==> config.mk <==
export PLATFORM = sky130hd
export DESIGN_NAME = essa_front_flat
export DESIGN_NICKNAME = d
export VERILOG_FILES = /design/src/rtl/core/essa_pkg.sv /design/src/rtl/core/essa_if.sv /design/src/rtl/core/essa_front.sv /design/src/flat_wrapper.sv
export SDC_FILE = /design/constraint.sdc
export NUM_CORES = 1
export LEC_CHECK = 0
export BUFFER_PORTS_ARGS = -buffer_cell sky130_fd_sc_hd__buf_4
export CAP_MARGIN = 20
export CORE_UTILIZATION = 33
export DETAILED_ROUTE_END_ITERATION = 7
export GPL_TIMING_DRIVEN = 0
export PLACE_DENSITY = 0.9
export SYNTH_ARGS = -nofsm -noshare
export SYNTH_HDL_FRONTEND = slang
export SYNTH_SLANG_ARGS = --single-unit
==> constraint.sdc <==
create_clock -name vclk -period 6.7
set_clock_uncertainty 0.2 [all_clocks]
set_input_delay 1.34 -clock vclk [all_inputs]
set_output_delay 1.34 -clock vclk [all_outputs]
set_load 0.02 [all_outputs]
==> src/rtl/core/essa_pkg.sv <==
// ----------------------------------------------------------------------------
// essa_pkg: shared types and constants for the sparse synapse accumulator
// Holds field widths, action codes and the command word passed from the
// front end through the command queue to the back end.
// ----------------------------------------------------------------------------
package essa_pkg;

  // Fixed field widths of the channel words
  localparam int ACTION_W = 2;
  localparam int ADDR_W   = 12;
  localparam int ID_W     = 10;
  localparam int RANGE_W  = 13;
  localparam int WEIGHT_W = 32;

  // Table pointer width: holds any table position and the table depth itself
  localparam int PTR_W = 17;

  // Command queue geometry
  localparam int QUEUE_DEPTH = 4;
  localparam int QPTR_W      = 2;
  localparam int QCNT_W      = 3;

  // Reset value of the weight register: 1.0 in Q16.16
  localparam logic [WEIGHT_W-1:0] WEIGHT_RST = 32'h0001_0000;

  // Action codes on the input channel
  localparam logic [ACTION_W-1:0] ACT_LOAD  = 2'd0;
  localparam logic [ACTION_W-1:0] ACT_EVENT = 2'd1;
  localparam logic [ACTION_W-1:0] ACT_READ  = 2'd2;

  // Command kinds kept in the queue
  typedef enum logic [1:0] {
    K_LOAD,
    K_EVENT,
    K_READ
  } essa_kind_e;

  // Operations in the accumulator pipeline
  typedef enum logic {
    OP_ADD,
    OP_READ
  } essa_op_e;

  // Back-end sequencer states
  typedef enum logic [1:0] {
    BE_CLEAR,
    BE_RUN,
    BE_WALK
  } essa_state_e;

  // Command word: addr is the load position or the range start,
  // id is the loaded target id or the read target, stop is the clamped end
  typedef struct packed {
    essa_kind_e         kind;
    logic [PTR_W-1:0]   addr;
    logic [ID_W-1:0]    id;
    logic [PTR_W-1:0]   stop;
  } essa_cmd_t;

  // Control bits carried down the accumulator pipeline
  typedef struct packed {
    logic             valid;
    essa_op_e         op;
    logic [ID_W-1:0]  rd_tgt;
  } essa_pipe_t;

endpackage

==> src/rtl/core/essa_if.sv <==
// ----------------------------------------------------------------------------
// essa_if: valid/ready channels of the sparse synapse accumulator
// essa_evt_if carries input words, essa_res_if carries result words.
// ----------------------------------------------------------------------------
interface essa_evt_if;
  logic        valid;
  logic        ready;
  logic [1:0]  action;
  logic [11:0] table_address;
  logic [9:0]  target_entry;
  logic        fired;
  logic [12:0] range_start;
  logic [12:0] range_stop;
  logic [9:0]  read_target;

  modport source (
    output valid, action, table_address, target_entry, fired,
           range_start, range_stop, read_target,
    input  ready
  );

  modport sink (
    input  valid, action, table_address, target_entry, fired,
           range_start, range_stop, read_target,
    output ready
  );
endinterface


==> src/rtl/core/essa_front.sv <==
// ----------------------------------------------------------------------------
// essa_front: input classifier
// Accepts input words, drops the ones that change nothing and turns the rest
// into queue commands with the range end clamped to the table depth.
// ----------------------------------------------------------------------------
module essa_front
  import essa_pkg::*;
#(
  parameter int TABLE_DEPTH = 4096
) (
  essa_evt_if.sink    evt_i,
  input  logic        busy_i,
  input  logic        q_full_i,
  output logic        q_push_o,
  output essa_cmd_t   q_cmd_o
);

  logic             accept;
  logic             keep;
  logic [PTR_W-1:0] start_w;
  logic [PTR_W-1:0] stop_w;
  logic [PTR_W-1:0] depth_w;
  logic [PTR_W-1:0] stop_c;

  // Hold off while the accumulators are being cleared or the queue is full
  assign evt_i.ready = !busy_i && !q_full_i;
  assign accept      = evt_i.valid && evt_i.ready;

  // Clamp the range end to the table
  assign start_w = PTR_W'(evt_i.range_start);
  assign stop_w  = PTR_W'(evt_i.range_stop);
  assign depth_w = PTR_W'(TABLE_DEPTH);
  assign stop_c  = (stop_w > depth_w) ? depth_w : stop_w;

  // Classify the word; drop loads off the table, quiet or empty events and unused actions
  always_comb begin
    keep          = 1'b0;
    q_cmd_o.kind  = K_READ;
    q_cmd_o.addr  = start_w;
    q_cmd_o.id    = evt_i.read_target;
    q_cmd_o.stop  = stop_c;
    case (evt_i.action)
      ACT_LOAD: begin
        q_cmd_o.kind = K_LOAD;
        q_cmd_o.addr = PTR_W'(evt_i.table_address);
        q_cmd_o.id   = evt_i.target_entry;
        keep         = 32'(evt_i.table_address) < 32'(TABLE_DEPTH);
      end
      ACT_EVENT: begin
        q_cmd_o.kind = K_EVENT;
        keep         = evt_i.fired && (start_w < stop_c);
      end
      ACT_READ: begin
        q_cmd_o.kind = K_READ;
        keep         = 1'b1;
      end
      default: begin
        keep = 1'b0;
      end
    endcase
  end

  assign q_push_o = accept && keep;

endmodule

==> src/flat_wrapper.sv <==
// flat-port wrapper written by rule: the top's interface ports become plain ports
module essa_front_flat import essa_pkg::*;
#(
  parameter int TABLE_DEPTH = 4096
)
  (busy_i, q_full_i, q_push_o, q_cmd_o, evt_i_valid, evt_i_action, evt_i_table_address, evt_i_target_entry, evt_i_fired, evt_i_range_start, evt_i_range_stop, evt_i_read_target, evt_i_ready);
  essa_evt_if evt_i_i ();
  input  logic busy_i;
  input  logic q_full_i;
  output logic q_push_o;
  output essa_cmd_t q_cmd_o;
  input wire logic [$bits(evt_i_i.valid)-1:0] evt_i_valid;
  input wire logic [$bits(evt_i_i.action)-1:0] evt_i_action;
  input wire logic [$bits(evt_i_i.table_address)-1:0] evt_i_table_address;
  input wire logic [$bits(evt_i_i.target_entry)-1:0] evt_i_target_entry;
  input wire logic [$bits(evt_i_i.fired)-1:0] evt_i_fired;
  input wire logic [$bits(evt_i_i.range_start)-1:0] evt_i_range_start;
  input wire logic [$bits(evt_i_i.range_stop)-1:0] evt_i_range_stop;
  input wire logic [$bits(evt_i_i.read_target)-1:0] evt_i_read_target;
  output wire logic [$bits(evt_i_i.ready)-1:0] evt_i_ready;
  assign evt_i_i.valid = evt_i_valid;
  assign evt_i_i.action = evt_i_action;
  assign evt_i_i.table_address = evt_i_table_address;
  assign evt_i_i.target_entry = evt_i_target_entry;
  assign evt_i_i.fired = evt_i_fired;
  assign evt_i_i.range_start = evt_i_range_start;
  assign evt_i_i.range_stop = evt_i_range_stop;
  assign evt_i_i.read_target = evt_i_read_target;
  assign evt_i_ready = evt_i_i.ready;
  essa_front #(.TABLE_DEPTH(TABLE_DEPTH)) u_core (.evt_i(evt_i_i), .busy_i(busy_i), .q_full_i(q_full_i), .q_push_o(q_push_o), .q_cmd_o(q_cmd_o));
endmodule
Yosys cells after proc, flatten, opt, wreduce, memory -nomap -nowiden
Index checks and enable logic that the tools add are counted.
{"block": "classes", "n_lt_le_gt_ge": 2, "eq_ne": 2, "muxes": 4, "reduce_logical": 8}
{"operator": "two-way mux 23 bit", "count": 1}
{"operator": "less-than comparator 13 x 17 -> 1 bit", "count": 1}
{"operator": "greater-than comparator 13 bit, second input constant", "count": 1}
{"operator": "two-way mux 13 bit", "count": 1}
{"operator": "logical AND 1 bit", "count": 4}
{"operator": "case mux 2 bit (2 select lines)", "count": 1}
{"operator": "equality test 2 x 1 -> 1 bit, second input constant", "count": 1}
{"operator": "equality test 2 bit, second input constant", "count": 1}
{"operator": "zero test 1 bit", "count": 2}
{"operator": "zero test 2 bit", "count": 1}
{"operator": "case mux 1 bit (2 select lines)", "count": 1}
{"operator": "OR reduction 2 bit", "count": 1}
{"block": "totals", "reg_bits": 0, "output_inout_bits": 48, "wordCells": 16}

Longest topological paths before layout
{"block": "logic_depth", "word_depth": 6, "depth_mapped": 8, "mapped_depth_nobuf": 7}

Worst setup path after synthesis
OpenSTA, ideal clock, no wires.
{"block": "synth_path", "kind": "input to output", "start": "in evt_i_range_stop[12]", "end": "out q_push_o", "arrival_time_ns": 2.956, "t_required_ns": 5.160, "path_slack_ns": 2.204, "stages": 8, "path_buffers": 1, "cell_sequence": "inv_1 -> clkbuf_1 -> nand2_1 -> ha_1 -> a21oi_1 -> nand2_1 -> a211o_1 -> a31oi_1"}
{"block": "synth_via", "elab_chain_len": 6}
{"item": "from (decl)", "line_no": "flat_wrapper.sv:18", "source": "input wire logic [$bits(evt_i_i.range_stop)-1:0] evt_i_range_stop;"}
{"item": "greater-than comparator 13 bit", "line_no": "essa_front.sv:33", "source": "assign stop_c = (stop_w > depth_w) ? depth_w : stop_w;"}
{"item": "two-way mux 13 bit *", "line_no": "essa_front.sv:33"}
{"item": "less-than comparator 13 x 17 -> 1 bit *", "line_no": "essa_front.sv:51", "source": "keep = evt_i.fired && (start_w < stop_c);"}
{"item": "logical AND 1 bit *", "line_no": "essa_front.sv:51"}
{"item": "case mux 1 bit (2 select lines) *", "line_no": "essa_front.sv:42", "source": "case (evt_i.action)"}
{"item": "logical AND 1 bit *", "line_no": "essa_front.sv:63", "source": "assign q_push_o = accept && keep;"}
{"item": "to (decl)", "line_no": "flat_wrapper.sv:10", "source": "output logic q_push_o;"}
Mark *: on every way between the ends. The rest lies on a longest branch, timed or not.

Worst setup path after layout
Ends and elaborated chain as after synthesis.

==> results.sh <==
export IMPL_status="finished clean"
export IMPL_routed_wl_mm=3.225
export IMPL_cp_max_fo=10
export IMPL_whs_endpoint="evt_i_ready"
export IMPL_wl_per_cell_um=13.67
export IMPL_grt_pass1_wl_mm=4.795
export IMPL_seq_area_frac_synth_pct=0
export IMPL_yosys_area_top_type="mux2_1"
export IMPL_drt_initial_drc_count=13
export IMPL_initial_core_util_pct=35.95
export IMPL_drc=0
export IMPL_max_freq_mhz=208.9
export IMPL_dr_pass1_iters=4
export IMPL_hold_buffers=0
export IMPL_critPathCaptureType="primary output"
export IMPL_antenna_found_initial=0
export IMPL_drive_gt1_share_pct=57.89
export IMPL_grt_max_degree=11
export IMPL_seq_cells=0
export IMPL_final_nets=287
export IMPL_slew_viol_final=0
export IMPL_gp_congestion=0.8004
export IMPL_finalHoldViolCount=0
export IMPL_dieArea_um2=2395
export IMPL_setup_viol=0
export IMPL_ys_warn_count=0
export IMPL_via_per_inst=4.614
export IMPL_fp_row_count=16
export IMPL_clkbuf_count=0
export IMPL_postCtsResizedCells=0
export IMPL_cp_start_kind="input port"
export IMPL_dieHeight_um=48.94
export IMPL_synth_most_common_cell="mux2_1"
export IMPL_hpwl_mm=2.854
export IMPL_portBuffers=104
export IMPL_p_per_area_nw_per_um2=76.98
export IMPL_synth_area_leaders="mux2_1 (26%), ha_1 (21%), buf_4 (10%), nand2_1 (8.3%), inv_1 (6.7%)"
export IMPL_first_global_vias=1008
export IMPL_postCtsSetupBuffers=0
export IMPL_track_usage_pct=24.82
export IMPL_syn_avg_cell_area_um2=7.418
export IMPL_synthTopCellsByCount="mux2_1 (17), nand2_1 (16), inv_1 (13), ha_1 (12), buf_4 (10)"
export IMPL_whs_ns=2.744
export IMPL_critPathKind="input port to primary output"
export IMPL_areaGrowthSynthToFinish_pct=115.7
export IMPL_cap_violations=0
export IMPL_grt_overflow=0
export IMPL_setup_tns_ns=0
export IMPL_ir_drop_mv=0.04601
export IMPL_fin_crit_sh_pct=71.44
export IMPL_vias=1089
export IMPL_io_pins=112
export IMPL_core_um2=2022
export IMPL_leakagePower_nw=0.9321
export IMPL_synth_top_area_share_pct=26.33
export IMPL_antenna_left=0
export IMPL_rsz0062_at_grt="false"
export IMPL_postSynthCellCount=98
export IMPL_cp_required_ns=5.16
export IMPL_multiInputGateArea_um2=618.1
export IMPL_fill_cells=150
export IMPL_critical_path_arrival_ns=3.25
export IMPL_register_area_um2=0
export IMPL_antenna_cells=0
export IMPL_hp_class="input port to primary output"
export IMPL_hold_start="busy_i"
export IMPL_period_minus_slack_ns=4.787
export IMPL_synth_cell_type_count=22
export IMPL_synth_area_um2=726.9
export IMPL_die_w_um=48.94
export IMPL_hold_depth=3
## cell families (layout without fill, tap and decap cells)
logic type / Yosys count / in the layout / synth area share [%]
buffers and inverters: 26 / 130 / 18.59
other: 1 / 8 / 0.5159
and+or+nand+nor: 26 / 26 / 16.18
AOI/OAI and AO/OA: 12 / 12 / 11.53
muxes: 21 / 21 / 32.53
adders and majority gates: 12 / 12 / 20.65
## cell usage in the layout, fill, tap and decap left out, drive strengths merged, types with 2 or more instances in the layout
cell    count
nor2b       3
o21ai       2
mux2       21
nand3       2
nor2        3
clkbuf      3
a21oi       5
inv        13
conb        8
ha         12
buf       114
nand2      16
## layout make-up
type | count | share of cell area, %
well taps | 27 | 2.155
multi-input cells | 79 | 39.43
repair buffers | 104 | 49.80
plain buffers | 13 | 5.507
inverters | 13 | 3.113
## metrics by stage
| step | setup slack (ns) | power, mW | instance area [um^2] | cells | utilization, % |
|---|---|---|---|---|---|
| after floorplan | 2.204 | 0.05956 | 753.2 | 105 | - |
| after global placement | 1.943 | 0.1172 | 1568 | 236 | 77.54 |
| after detailed placement | 1.927 | 0.1204 | 1568 | 236 | 77.54 |
| after CTS | 1.915 | 0.1207 | 1568 | 236 | 77.54 |
| after global routing | 1.785 | 0.1283 | 1568 | 236 | 77.54 |
| final | 1.913 | 0.1207 | 1568 | 236 | 77.54 |
## worst max path at each step
stage / start / to / slack (ns) / depth (start not counted)
finish: evt_i_range_stop[12] / q_push_o / 1.91 / 10
floorplan: evt_i_range_stop[12] / q_push_o / 2.20 / 8
detailed placement: evt_i_range_stop[12] / q_push_o / 1.93 / 10
global placement: evt_i_range_stop[12] / q_push_o / 1.94 / 10
global route: evt_i_range_stop[12] / q_push_o / 1.79 / 10
CTS: evt_i_range_stop[12] / q_push_o / 1.91 / 10
## routing by layer
metal / GRT usage, % / routed length [um] / vias to the layer above
met4: 1.471 / 20 / 0
met2: 50.00 / 1798 / 54
met3: 3.115 / 198 / 2
met1: 28.33 / 1208 / 493
li1: - / - / 540
met5: 0 / 0 / -
## power by group
part | internal, mW | switching [mW]
clock | 0 | 0
combinational | 0.0633 | 0.0574
sequential | 0 | 0
total | 0.0633 | 0.0574
## worst max-delay path, stage by stage
cell      delay, ns
buf_4          0.12
inv_1          0.08
clkbuf_1       0.37
nand2_1        0.15
ha_1           0.34
a21oi_1        0.14
nand2_1        0.08
a211o_1        0.29
a31oi_1        0.17
buf_4          0.17
No activity file was read; power rests on OpenSTA's default activity.
