$ cat src/rtl/core/essa_pkg.sv
// ----------------------------------------------------------------------------
// essa_pkg: shared types and constants for the sparse synapse accumulator
// Holds field widths, action codes and the command word passed from the
// front end through the command queue to the back end.
// ----------------------------------------------------------------------------
package essa_pkg;

  // Fixed field widths of the channel words
  localparam int ACTION_W = 2;
  localparam int ADDR_W   = 12;
  localparam int ID_W     = 10;
  localparam int RANGE_W  = 13;
  localparam int WEIGHT_W = 32;

  // Table pointer width: holds any table position and the table depth itself
  localparam int PTR_W = 17;

  // Command queue geometry
  localparam int QUEUE_DEPTH = 4;
  localparam int QPTR_W      = 2;
  localparam int QCNT_W      = 3;

  // Reset value of the weight register: 1.0 in Q16.16
  localparam logic [WEIGHT_W-1:0] WEIGHT_RST = 32'h0001_0000;

  // Action codes on the input channel
  localparam logic [ACTION_W-1:0] ACT_LOAD  = 2'd0;
  localparam logic [ACTION_W-1:0] ACT_EVENT = 2'd1;
  localparam logic [ACTION_W-1:0] ACT_READ  = 2'd2;

  // Command kinds kept in the queue
  typedef enum logic [1:0] {
    K_LOAD,
    K_EVENT,
    K_READ
  } essa_kind_e;

  // Operations in the accumulator pipeline
  typedef enum logic {
    OP_ADD,
    OP_READ
  } essa_op_e;

  // Back-end sequencer states
  typedef enum logic [1:0] {
    BE_CLEAR,
    BE_RUN,
    BE_WALK
  } essa_state_e;

  // Command word: addr is the load position or the range start,
  // id is the loaded target id or the read target, stop is the clamped end
  typedef struct packed {
    essa_kind_e         kind;
    logic [PTR_W-1:0]   addr;
    logic [ID_W-1:0]    id;
    logic [PTR_W-1:0]   stop;
  } essa_cmd_t;

  // Control bits carried down the accumulator pipeline
  typedef struct packed {
    logic             valid;
    essa_op_e         op;
    logic [ID_W-1:0]  rd_tgt;
  } essa_pipe_t;

endpackage

$ cat src/rtl/core/essa_fifo.sv
// ----------------------------------------------------------------------------
// essa_fifo: command queue between front end and back end
// A small flop-based queue that lets either side stall on its own.
// ----------------------------------------------------------------------------
module essa_fifo
  import essa_pkg::*;
(
  input  logic       clk_i,
  input  logic       rst_ni,
  input  logic       push_i,
  input  essa_cmd_t  push_cmd_i,
  output logic       full_o,
  input  logic       pop_i,
  output logic       valid_o,
  output essa_cmd_t  head_o
);

  essa_cmd_t         mem_q [QUEUE_DEPTH];
  logic [QPTR_W-1:0] wr_ptr_q, wr_ptr_d;
  logic [QPTR_W-1:0] rd_ptr_q, rd_ptr_d;
  logic [QCNT_W-1:0] cnt_q, cnt_d;

  assign full_o  = cnt_q == QCNT_W'(QUEUE_DEPTH);
  assign valid_o = cnt_q != '0;
  assign head_o  = mem_q[rd_ptr_q];

  // Advance pointers and count
  always_comb begin
    wr_ptr_d = wr_ptr_q;
    rd_ptr_d = rd_ptr_q;
    cnt_d    = cnt_q;
    if (push_i) begin
      wr_ptr_d = wr_ptr_q + QPTR_W'(1);
    end
    if (pop_i) begin
      rd_ptr_d = rd_ptr_q + QPTR_W'(1);
    end
    if (push_i && !pop_i) begin
      cnt_d = cnt_q + QCNT_W'(1);
    end else if (!push_i && pop_i) begin
      cnt_d = cnt_q - QCNT_W'(1);
    end
  end

  always_ff @(posedge clk_i or negedge rst_ni) begin
    if (!rst_ni) begin
      wr_ptr_q <= '0;
      rd_ptr_q <= '0;
      cnt_q    <= '0;
    end else begin
      wr_ptr_q <= wr_ptr_d;
      rd_ptr_q <= rd_ptr_d;
      cnt_q    <= cnt_d;
    end
  end

  // Store pushed words
  always_ff @(posedge clk_i) begin
    if (push_i) begin
      mem_q[wr_ptr_q] <= push_cmd_i;
    end
  end

endmodule

$ cat config.mk
export PLATFORM = sky130hd
export DESIGN_NAME = essa_fifo
export DESIGN_NICKNAME = d
export VERILOG_FILES = /design/src/rtl/core/essa_pkg.sv /design/src/rtl/core/essa_fifo.sv
export SDC_FILE = /design/constraint.sdc
export NUM_CORES = 1
export LEC_CHECK = 0
export ABC_AREA = 1
export BUFFER_PORTS_ARGS = -buffer_cell sky130_fd_sc_hd__buf_4
export CORE_ASPECT_RATIO = 1.1
export CORE_UTILIZATION = 52
export CTS_CLUSTER_DIAMETER = 40
export DETAILED_ROUTE_END_ITERATION = 16
export MAX_ROUTING_LAYER = met4
export PLACE_DENSITY = 0.8
export SYNTH_ARGS = -nofsm -noshare
export SYNTH_HDL_FRONTEND = slang
export SYNTH_SLANG_ARGS = --single-unit
$ cat constraint.sdc
create_clock -name clk_i -period 1.93 [get_ports clk_i]
set_input_delay 0.386 -clock clk_i [delete_from_list [all_inputs] [get_ports clk_i]]
set_output_delay 0.386 -clock clk_i [all_outputs]
set_load 0.02 [all_outputs]
### Word-level counts from Yosys, hierarchy flattened

Memory sizes are Yosys's and may differ from the RTL's.
Cells that the tools add are included.
Widths: inputs -> output; s select.

| word-level totals | value |
|---|---|
| word-level logic and storage cells | 19 |
| bits in registers | 7 |
| memory bits (writable) | 184 |
| memories | 1 |

| cells by class | value |
|---|---|
| reductions and logical operators | 6 |
| add/sub/neg operators | 4 |
| multiplexer cells | 4 |
| equality and inequality tests | 1 |

Memories:

| memory | depth | bits a word | read ports | clocked after memory_dff | write ports | RTL line | source |
|---|---|---|---|---|---|---|---|
| mem_q | 4 | 46 | 1 | 0 | 1 | essa_fifo.sv:18 | `essa_cmd_t mem_q [QUEUE_DEPTH];` |

Operator list:

| kind | number |
|---|---|
| $mux 3 | 2 |
| $add 2x1->2 const B | 2 |
| $add 3x1->3 const B | 1 |
| $eq 3x3->1 const B | 1 |
| $reduce_bool 3->1 | 1 |
| $sub 3x1->3 const B | 1 |
| $logic_and 1x1->1 | 2 |
| $logic_not 1->1 | 2 |
| $mux 1 | 2 |
| $reduce_bool 2->1 | 1 |

### Longest topological paths before layout

Gate-level depths: netlist of run 1.

| depth | value |
|---|---|
| word-level depth | 4 |
| depth in mapped cells | 9 |

### Worst setup path before layout of run 1

OpenSTA, ideal clock, no wires.

| timing path | value |
|---|---|
| kind | input-to-reg |
| start point | input push_i |
| end point | memory mem_q[0][0] (netlist name) (enable) |
| required time | 1530 ps |
| cell stages on the path | 3 |
| path slack | -49 ps |
| path buffers | 1 |
| arrival | 1578 ps |
| library setup time | 400 ps |
| path through | clkbuf_1 nand2_1 inv_1 |

| between the ends | value |
|---|---|
| longest elaborated chain between the ends | 2 |

RTL lines:

| what | RTL line | source |
|---|---|---|
| start: declaration | essa_fifo.sv:10 | `input logic push_i,` |
| $mux 1 | essa_fifo.sv:59 | `if (push_i) begin` |
| $mux 1 (not written as such) | essa_fifo.sv:60 | `mem_q[wr_ptr_q] <= push_cmd_i;` |
| end: declaration | essa_fifo.sv:18 |  |

Every way passes these cells.

==> impl_results.md, run 1 <==
- First-pass DRT Iterations: 7
- Hold crit path type: input port to flop
- Die extent in y: 133 um
- CP max stage delay: between 0.4 and 0.5 ns
- H-tree Lvls: 4
- Yosys reg bits: 191
- Port bufs: 97
- Final hold violations: 0
- CTS tree: yes
- P per Cell Area: approximately 1600 mW/mm^2
- Placeable Area: about 0.015 sq mm
- Arr. time, crit path: 1.72 ns
- Design Power: 16.1 mW
- Drc violations: 0
- GRT Util Overall: around a fifth
- Failing checks: setup timing
- Clock Tree Root: clkbuf_16
- Worst Tran Pin Value: around 0.35 ns
- Synthesized area: 0.00811 sq mm
- Dpl hpwl: 9300 um
- Critical Path RT: 1.54 ns
- Via count: roughly 4700
- Clock slew at reported path FFs: 0.07 ns
- Die X-Extent: 121 um
- Startpoint types: flop
- Largest fanout on the critical path: 20
- Syn Area/Cell: 13.8 sq um
- Io pins: a little under 100
- Num Clock Sinks: 191
- Slowest cell on the critical path: dfrtp_4
- Slew HR: 76.7%
- Setup WS post-layout: -0.178 ns
- Initial Util: a little over half
- Layout cells sized above 1: 32.5%
- Max Slew Vio Count: 0
- DIE AREA: around 0.016 sq mm
- Most common cell after layout, fill and taps aside: edfxtp_1
- Crit. End Element: output pin
- Synth top area share: 68.2%
- Mapped Cells: 586
- WL per Instance: 16.9 um
- Min Tclk post-route: 2.11 ns
- Pleak: 4.00 nW
- Drt total wl: roughly 15000 um
- Clk_skew: 0.00453 ns
- RSZ-0062 raised after global routing: yes
- Max-cap violations: 0
- Clock Tree Buf Depth: 2
- Fill count: 1061
- CP Class: flop to output pin
- Final ANT Viol Nets: 0
- DR iter-0 viols: 233
- Seq/Total Area, Yosys: 70.3%
- Final net count: 754
- Final setup vio count: 46
- Syn nets: 642
- Routed vias/inst: 5.18
- CTS buffer count: 17
- Pin count of the biggest net entering global routing: 41
- Area growth syn-to-layout: 22.0%
- Commonest non-fill, non-tap cells in the layout: edfxtp_1 (184), nand2_1 (134), inv_1 (99)
- Synth warnings: 0
- Peak Freq: 474 MHz
- Crit-path cells: buf_12, buf_16, o211ai_1, nand2_1, buf_6
- Yosys top cell by area: edfxtp_1
- Vias in the first global route: 4873
- Initial antenna violation count: 0
- GPL Wtd Cong: 0.718
- Worst-Skew Late Latency: 0.43 ns
- Status: complete, but fails checks
- Max IR drop VDD: 0.00107 V
- Final core area utilization: 65.4%
- Std-Cell Rows: 47
- Overflow after GRT: 0
- First-pass GRT wire length: 24000 um
- Ranking of synthesized cells by area: edfxtp_1 (68%), o211ai_2 (8.3%), nand2_1 (6.3%)
- Final period util: 109%
- Ant diodes: 0
- Distinct cells, synth: 24
==> flip-flops by register name, indices dropped and copies added (netlist names) <==
register	count
wr_ptr_q	2
cnt_q	3
rd_ptr_q	2
mem_q	184
==> worst max-delay path, delay by kind of cell (launching register included) <==
kind,cells,cell delay (ns)
flip-flops,1,0.49
AO/OA/AOI/OAI,1,0.21
AND/OR/NAND/NOR,1,0.11
buffers and inverters,3,0.47
==> per-stage QoR <==
stage,TNS (ns),area [sq um],setup WS [ns],cells,hold slack (ns)
finish,-5.35,9880,-0.178,907,0.149
global route,-8.09,9880,-0.220,907,0.136
CTS,-6.26,9750,-0.184,905,0.137
detailed placement,0,9070,0.209,867,0.208
global placement,0,9070,0.259,867,0.207
floorplan,0,8120,0.167,586,0.0904
==> what timing repair did <==
item                                    CTS  global route
pin swaps                                22            25
endpoints found under the setup margin   46            46
setup buffers                             4             0
hold buffers                              1             0
cloned                                    1             2
endpoints found under the hold margin     7             0
gates resized for setup                  17            21
==> layout make-up <==
| class | count | area (sq um) | area share (%) |
|---|---|---|---|
| clock buffers | 18 | 429 | 4.34 |
| clock inverters | 14 | 108 | 1.09 |
| inverters | 104 | 405 | 4.10 |
| multi-input cells | 259 | 1720 | 17.4 |
| flip-flops and latches | 191 | 5710 | 57.7 |
| well taps | 196 | 245 | 2.48 |
| repair buffers | 125 | 1270 | 12.9 |
==> where the power goes <==
part / internal (mW) / leakage, nW / total (mW) / switching (mW)
logic: 3.07 / 1.98 / 7.26 / 4.20
clock network: 1.67 / 0.256 / 3.18 / 1.51
registers: 5.44 / 1.77 / 5.71 / 0.267
total: 10.2 / 4.00 / 16.1 / 5.97
==> path summary, 6_finish.rpt <==
path,to,cells after the start,startpoint,slack [ns]
setup reg to reg,mem_q[1][30],5,wr_ptr_q[1],0.41
hold / removal,mem_q[0][22],1,push_cmd_i[22],0.15
setup / recovery,head_o[15],5,rd_ptr_q[0],-0.18
hold reg to reg,cnt_q[2],2,cnt_q[2],0.48
min in group asynchronous,cnt_q[2],2,rst_ni,0.31
max in group asynchronous,rd_ptr_q[0],2,rst_ni,1.48
==> cell families after synthesis <==
group	synth area share, %
and+or+nand+nor	7.78
buffers and inverters	8.52
DFF	70.3
xor gates and xnor gates	0.432
AOI/OAI and AO/OA	11.9
adders and majority gates	1.02
==> routing by layer <==
layer  global-route usage, %  share of wire, %  vias up  routed length [um]
met5                       -                 0        -                   0
met4                    9.60               2.1        0                 318
met3                    4.91               4.7       29                 715
met2                    35.7                54      120                8330
met1                    22.2                39     2301                5930
li1                        -                 -     2252                   -
==> synthesized netlist by cell type <==
cell type and number:
dfrtp_1 7, buf_8 3, fa_1 1, buf_6 13
nor3_1 1, xnor2_1 1, edfxtp_1 184, inv_2 1
nand4_1 1, buf_2 8, clkbuf_1 1, nand2_2 16
o211ai_2 54, xor2_1 3, ha_1 5, buf_12 1
nand2_1 136, o211ai_1 38, clkbuf_4 3, nor2_1 1
inv_1 103, nand3_1 1, buf_4 3, o21ai_1 1
(Power assumes the default switching activity.)
==> run 2: changes to the inputs <==
Settings changed: CORE_UTILIZATION 52 to 45, CTS_CLUSTER_SIZE set to 30, PLACE_DENSITY 0.8 to 0.67.
==> run 2 against run 1 <==
Against the previous run:
- the flow still finishes with violations (setup timing)
- critical endpoint is now head_o[12]
- first-iteration DRC count increased by 12%
- wire length is 9.5% higher
- sequential power about the same
- sequential share of layout area down 1.2 points
- critical path depth unchanged
- global-route usage down 1.6 points
- final cell count up 5.2%
- hold slack improved by 0.0047 ns
- register-to-register slack worse by 0.21 ns
- largest cell class unchanged
- utilization fell by 8.3 points
- largest power group unchanged
- count of clock-buffer cells in the layout decreased by 1
- highest routed layer unchanged
- critical path type unchanged
==> impl_results.md, run 2 (synthesis results as in run 1) <==
- Commonest non-fill, non-tap cells in the layout: edfxtp_1 (184), nand2_1 (133), inv_1 (99) (was edfxtp_1 (184), nand2_1 (134), inv_1 (99))
- Clock Tree Root: clkbuf_16 (unchanged)
- DR iter-0 viols: 260 (was 233)
- Final period util: 111% (was 109%)
- Initial Util: 45.9% (was 53.6%)
- Pin count of the biggest net entering global routing: 67 (was 41)
- Max Slew Vio Count: 0 (unchanged)
- Largest Register: mem_q (unchanged)
- Arr. time, crit path: 1.75 ns (was 1.72 ns)
- Area growth syn-to-layout: 24.5% (was 22.0%)
- Non-filler instance count after layout: 954 (was 907)
- Status: complete, but fails checks (unchanged)
- Largest fanout on the critical path: 26 (was 20)
- Via count: 4767 (was 4702)
- Drt total wl: 16700 um (was 15300 um)
- Worst-Skew Late Latency: 0.43 ns (about the same)
- Final setup vio count: 46 (unchanged)
- Std-Cell Rows: 51 (was 47)
- Failing checks: setup timing (unchanged)
- Routed vias/inst: 5.00 (was 5.18)
- Critical Path RT: 1.54 ns (about the same)
- Max IR drop VDD: 0.000887 V (was 0.00107 V)
- CP Class: flop to output pin (unchanged)
- DIE AREA: 0.0186 sq mm (was 0.0161 sq mm)
- Area of the multi-input gates: 0.00173 sq mm (was 0.00172 sq mm)
- Top Registers: mem_q x184, cnt_q x3 (unchanged)
- Drc violations: 0 (unchanged)
- Overflow after GRT: 0 (unchanged)
- Startpoint types: flop (unchanged)
- Vias in the first global route: 4883 (was 4873)
- Die extent in y: 143 um (was 133 um)
- Most common cell after layout, fill and taps aside: edfxtp_1 (unchanged)
- RSZ-0062 raised after global routing: yes (unchanged)
- Post-Place Cells: 907 (was 867)
- Clock Tree Buf Depth: 2 (unchanged)
- Largest register FFs: 184 (unchanged)
- Pleak: 4.05 nW (was 4.00 nW)
- GPL Wtd Cong: 0.749 (was 0.718)
- Num Clock Sinks: 191 (unchanged)
- Port bufs: 97 (unchanged)
- Crit. End Element: output pin (unchanged)
- WL per Instance: 17.6 um (was 16.9 um)
- Slowest cell on the critical path: dfrtp_4 (unchanged)
- Final net count: 759 (was 754)
- Clock slew at reported path FFs: 0.07 ns (about the same)
- First-pass DRT Iterations: 4 (was 7)
- Fin Setup TNS: -6.26 ns (was -5.35 ns)
- Final hold violations: 0 (unchanged)
- CP delay by family, top: flip-flops (unchanged)
- Hold crit path type: input port to flop (unchanged)
- Crit-path cells: buf_12, buf_16, o211ai_1, nand2_1, buf_6 (unchanged)
- P per Cell Area: 1650 mW/mm^2 (was 1630 mW/mm^2)
- WP buf/inv: 3 (unchanged)
- Worst Tran Pin Value: 0.405 ns (was 0.349 ns)
- CTS tree: yes (unchanged)
- CTS buffer count: 17 (unchanged)
- Initial antenna violation count: 0 (unchanged)
- Hold slack: 0.154 ns (was 0.149 ns)
- H-tree Lvls: 4 (unchanged)
- Design Power: 16.6 mW (was 16.1 mW)
- Peak Freq: 469 MHz (was 474 MHz)
- Layout cells sized above 1: 33.4% (was 32.5%)
- Min Tclk post-route: 2.13 ns (was 2.11 ns)
- Setup WS post-layout: -0.204 ns (was -0.178 ns)
- Dpl hpwl: 9610 um (was 9300 um)
- Placeable Area: 0.0177 sq mm (was 0.0151 sq mm)
- First-pass GRT wire length: 24800 um (was 24000 um)
- Clk_skew: 0.00767 ns (was 0.00453 ns)
- FF+latch area: 0.00571 sq mm (unchanged)
- Max-cap violations: 0 (unchanged)
- Ant diodes: 0 (unchanged)
- Io pins: 98 (unchanged)
- CP max stage delay: 0.50 ns (was 0.49 ns)
- Slew HR: 72.9% (was 76.7%)
- Fill count: 1422 (was 1061)
- Die X-Extent: 130 um (was 121 um)
- Final ANT Viol Nets: 0 (unchanged)
- GRT Util Overall: 19.0% (was 20.7%)
[run 2: changes by cell type in the layout (fill, tap and decap cells not counted), sizes merged]
cell / change
clkinv: +1
inv: -2
buf: +5
clkinvlp: +2
clkbuf: -1
[run 2: what timing repair did]
item                                   4_1_cts  5_1_grt
setup endpoints to repair                   46       46
pin swaps                                   19       37
hold buffers                                 1        0
resized for setup                           37       12
endpoints found under the hold margin        7        0
buffers inserted                             4        3
gates cloned                                 2        5
[run 2: power by group]
part           switching (mW)  internal [mW]
logic                    4.43           3.32
clock network            1.52           1.66
registers               0.268           5.44
[run 2: per-layer routing]
metal	GRT usage, %	wire length [um]
met1	20.6	6710
met2	34.0	9190
met3	4.80	698
met4	5.75	148
met5	-	0
[run 2: worst paths after layout]
check / from / end / slack, ns / cells past startpoint
worst max-delay path: rd_ptr_q[0] / head_o[12] / -0.20 / 5
min in group asynchronous: rst_ni / cnt_q[2] / 0.31 / 2
worst max register to register: wr_ptr_q[0] / mem_q[0][19] / 0.20 / 5
worst min register to register: cnt_q[2] / cnt_q[2] / 0.48 / 2
max in group asynchronous: rst_ni / rd_ptr_q[0] / 1.48 / 2
worst min-delay path: push_cmd_i[23] / mem_q[0][23] / 0.15 / 1
[run 2: cell type report]
cell class	instances	area share, %
flip-flops and latches	191	56.5
well taps	238	2.95
repair buffers	130	14.0
clock inverters	15	1.14
multi-input cells	259	17.2
inverters	104	4.02
clock buffers	17	4.22
[run 2: stage by stage]
stage               util [%]  setup WS [ns]  area [sq um]
detailed placement      51.8          0.205          9160
global route            57.1         -0.277         10100
global placement        51.8          0.240          9160
CTS                     56.2         -0.215          9930
floorplan                  -          0.167          8120
finish                  57.1         -0.204         10100
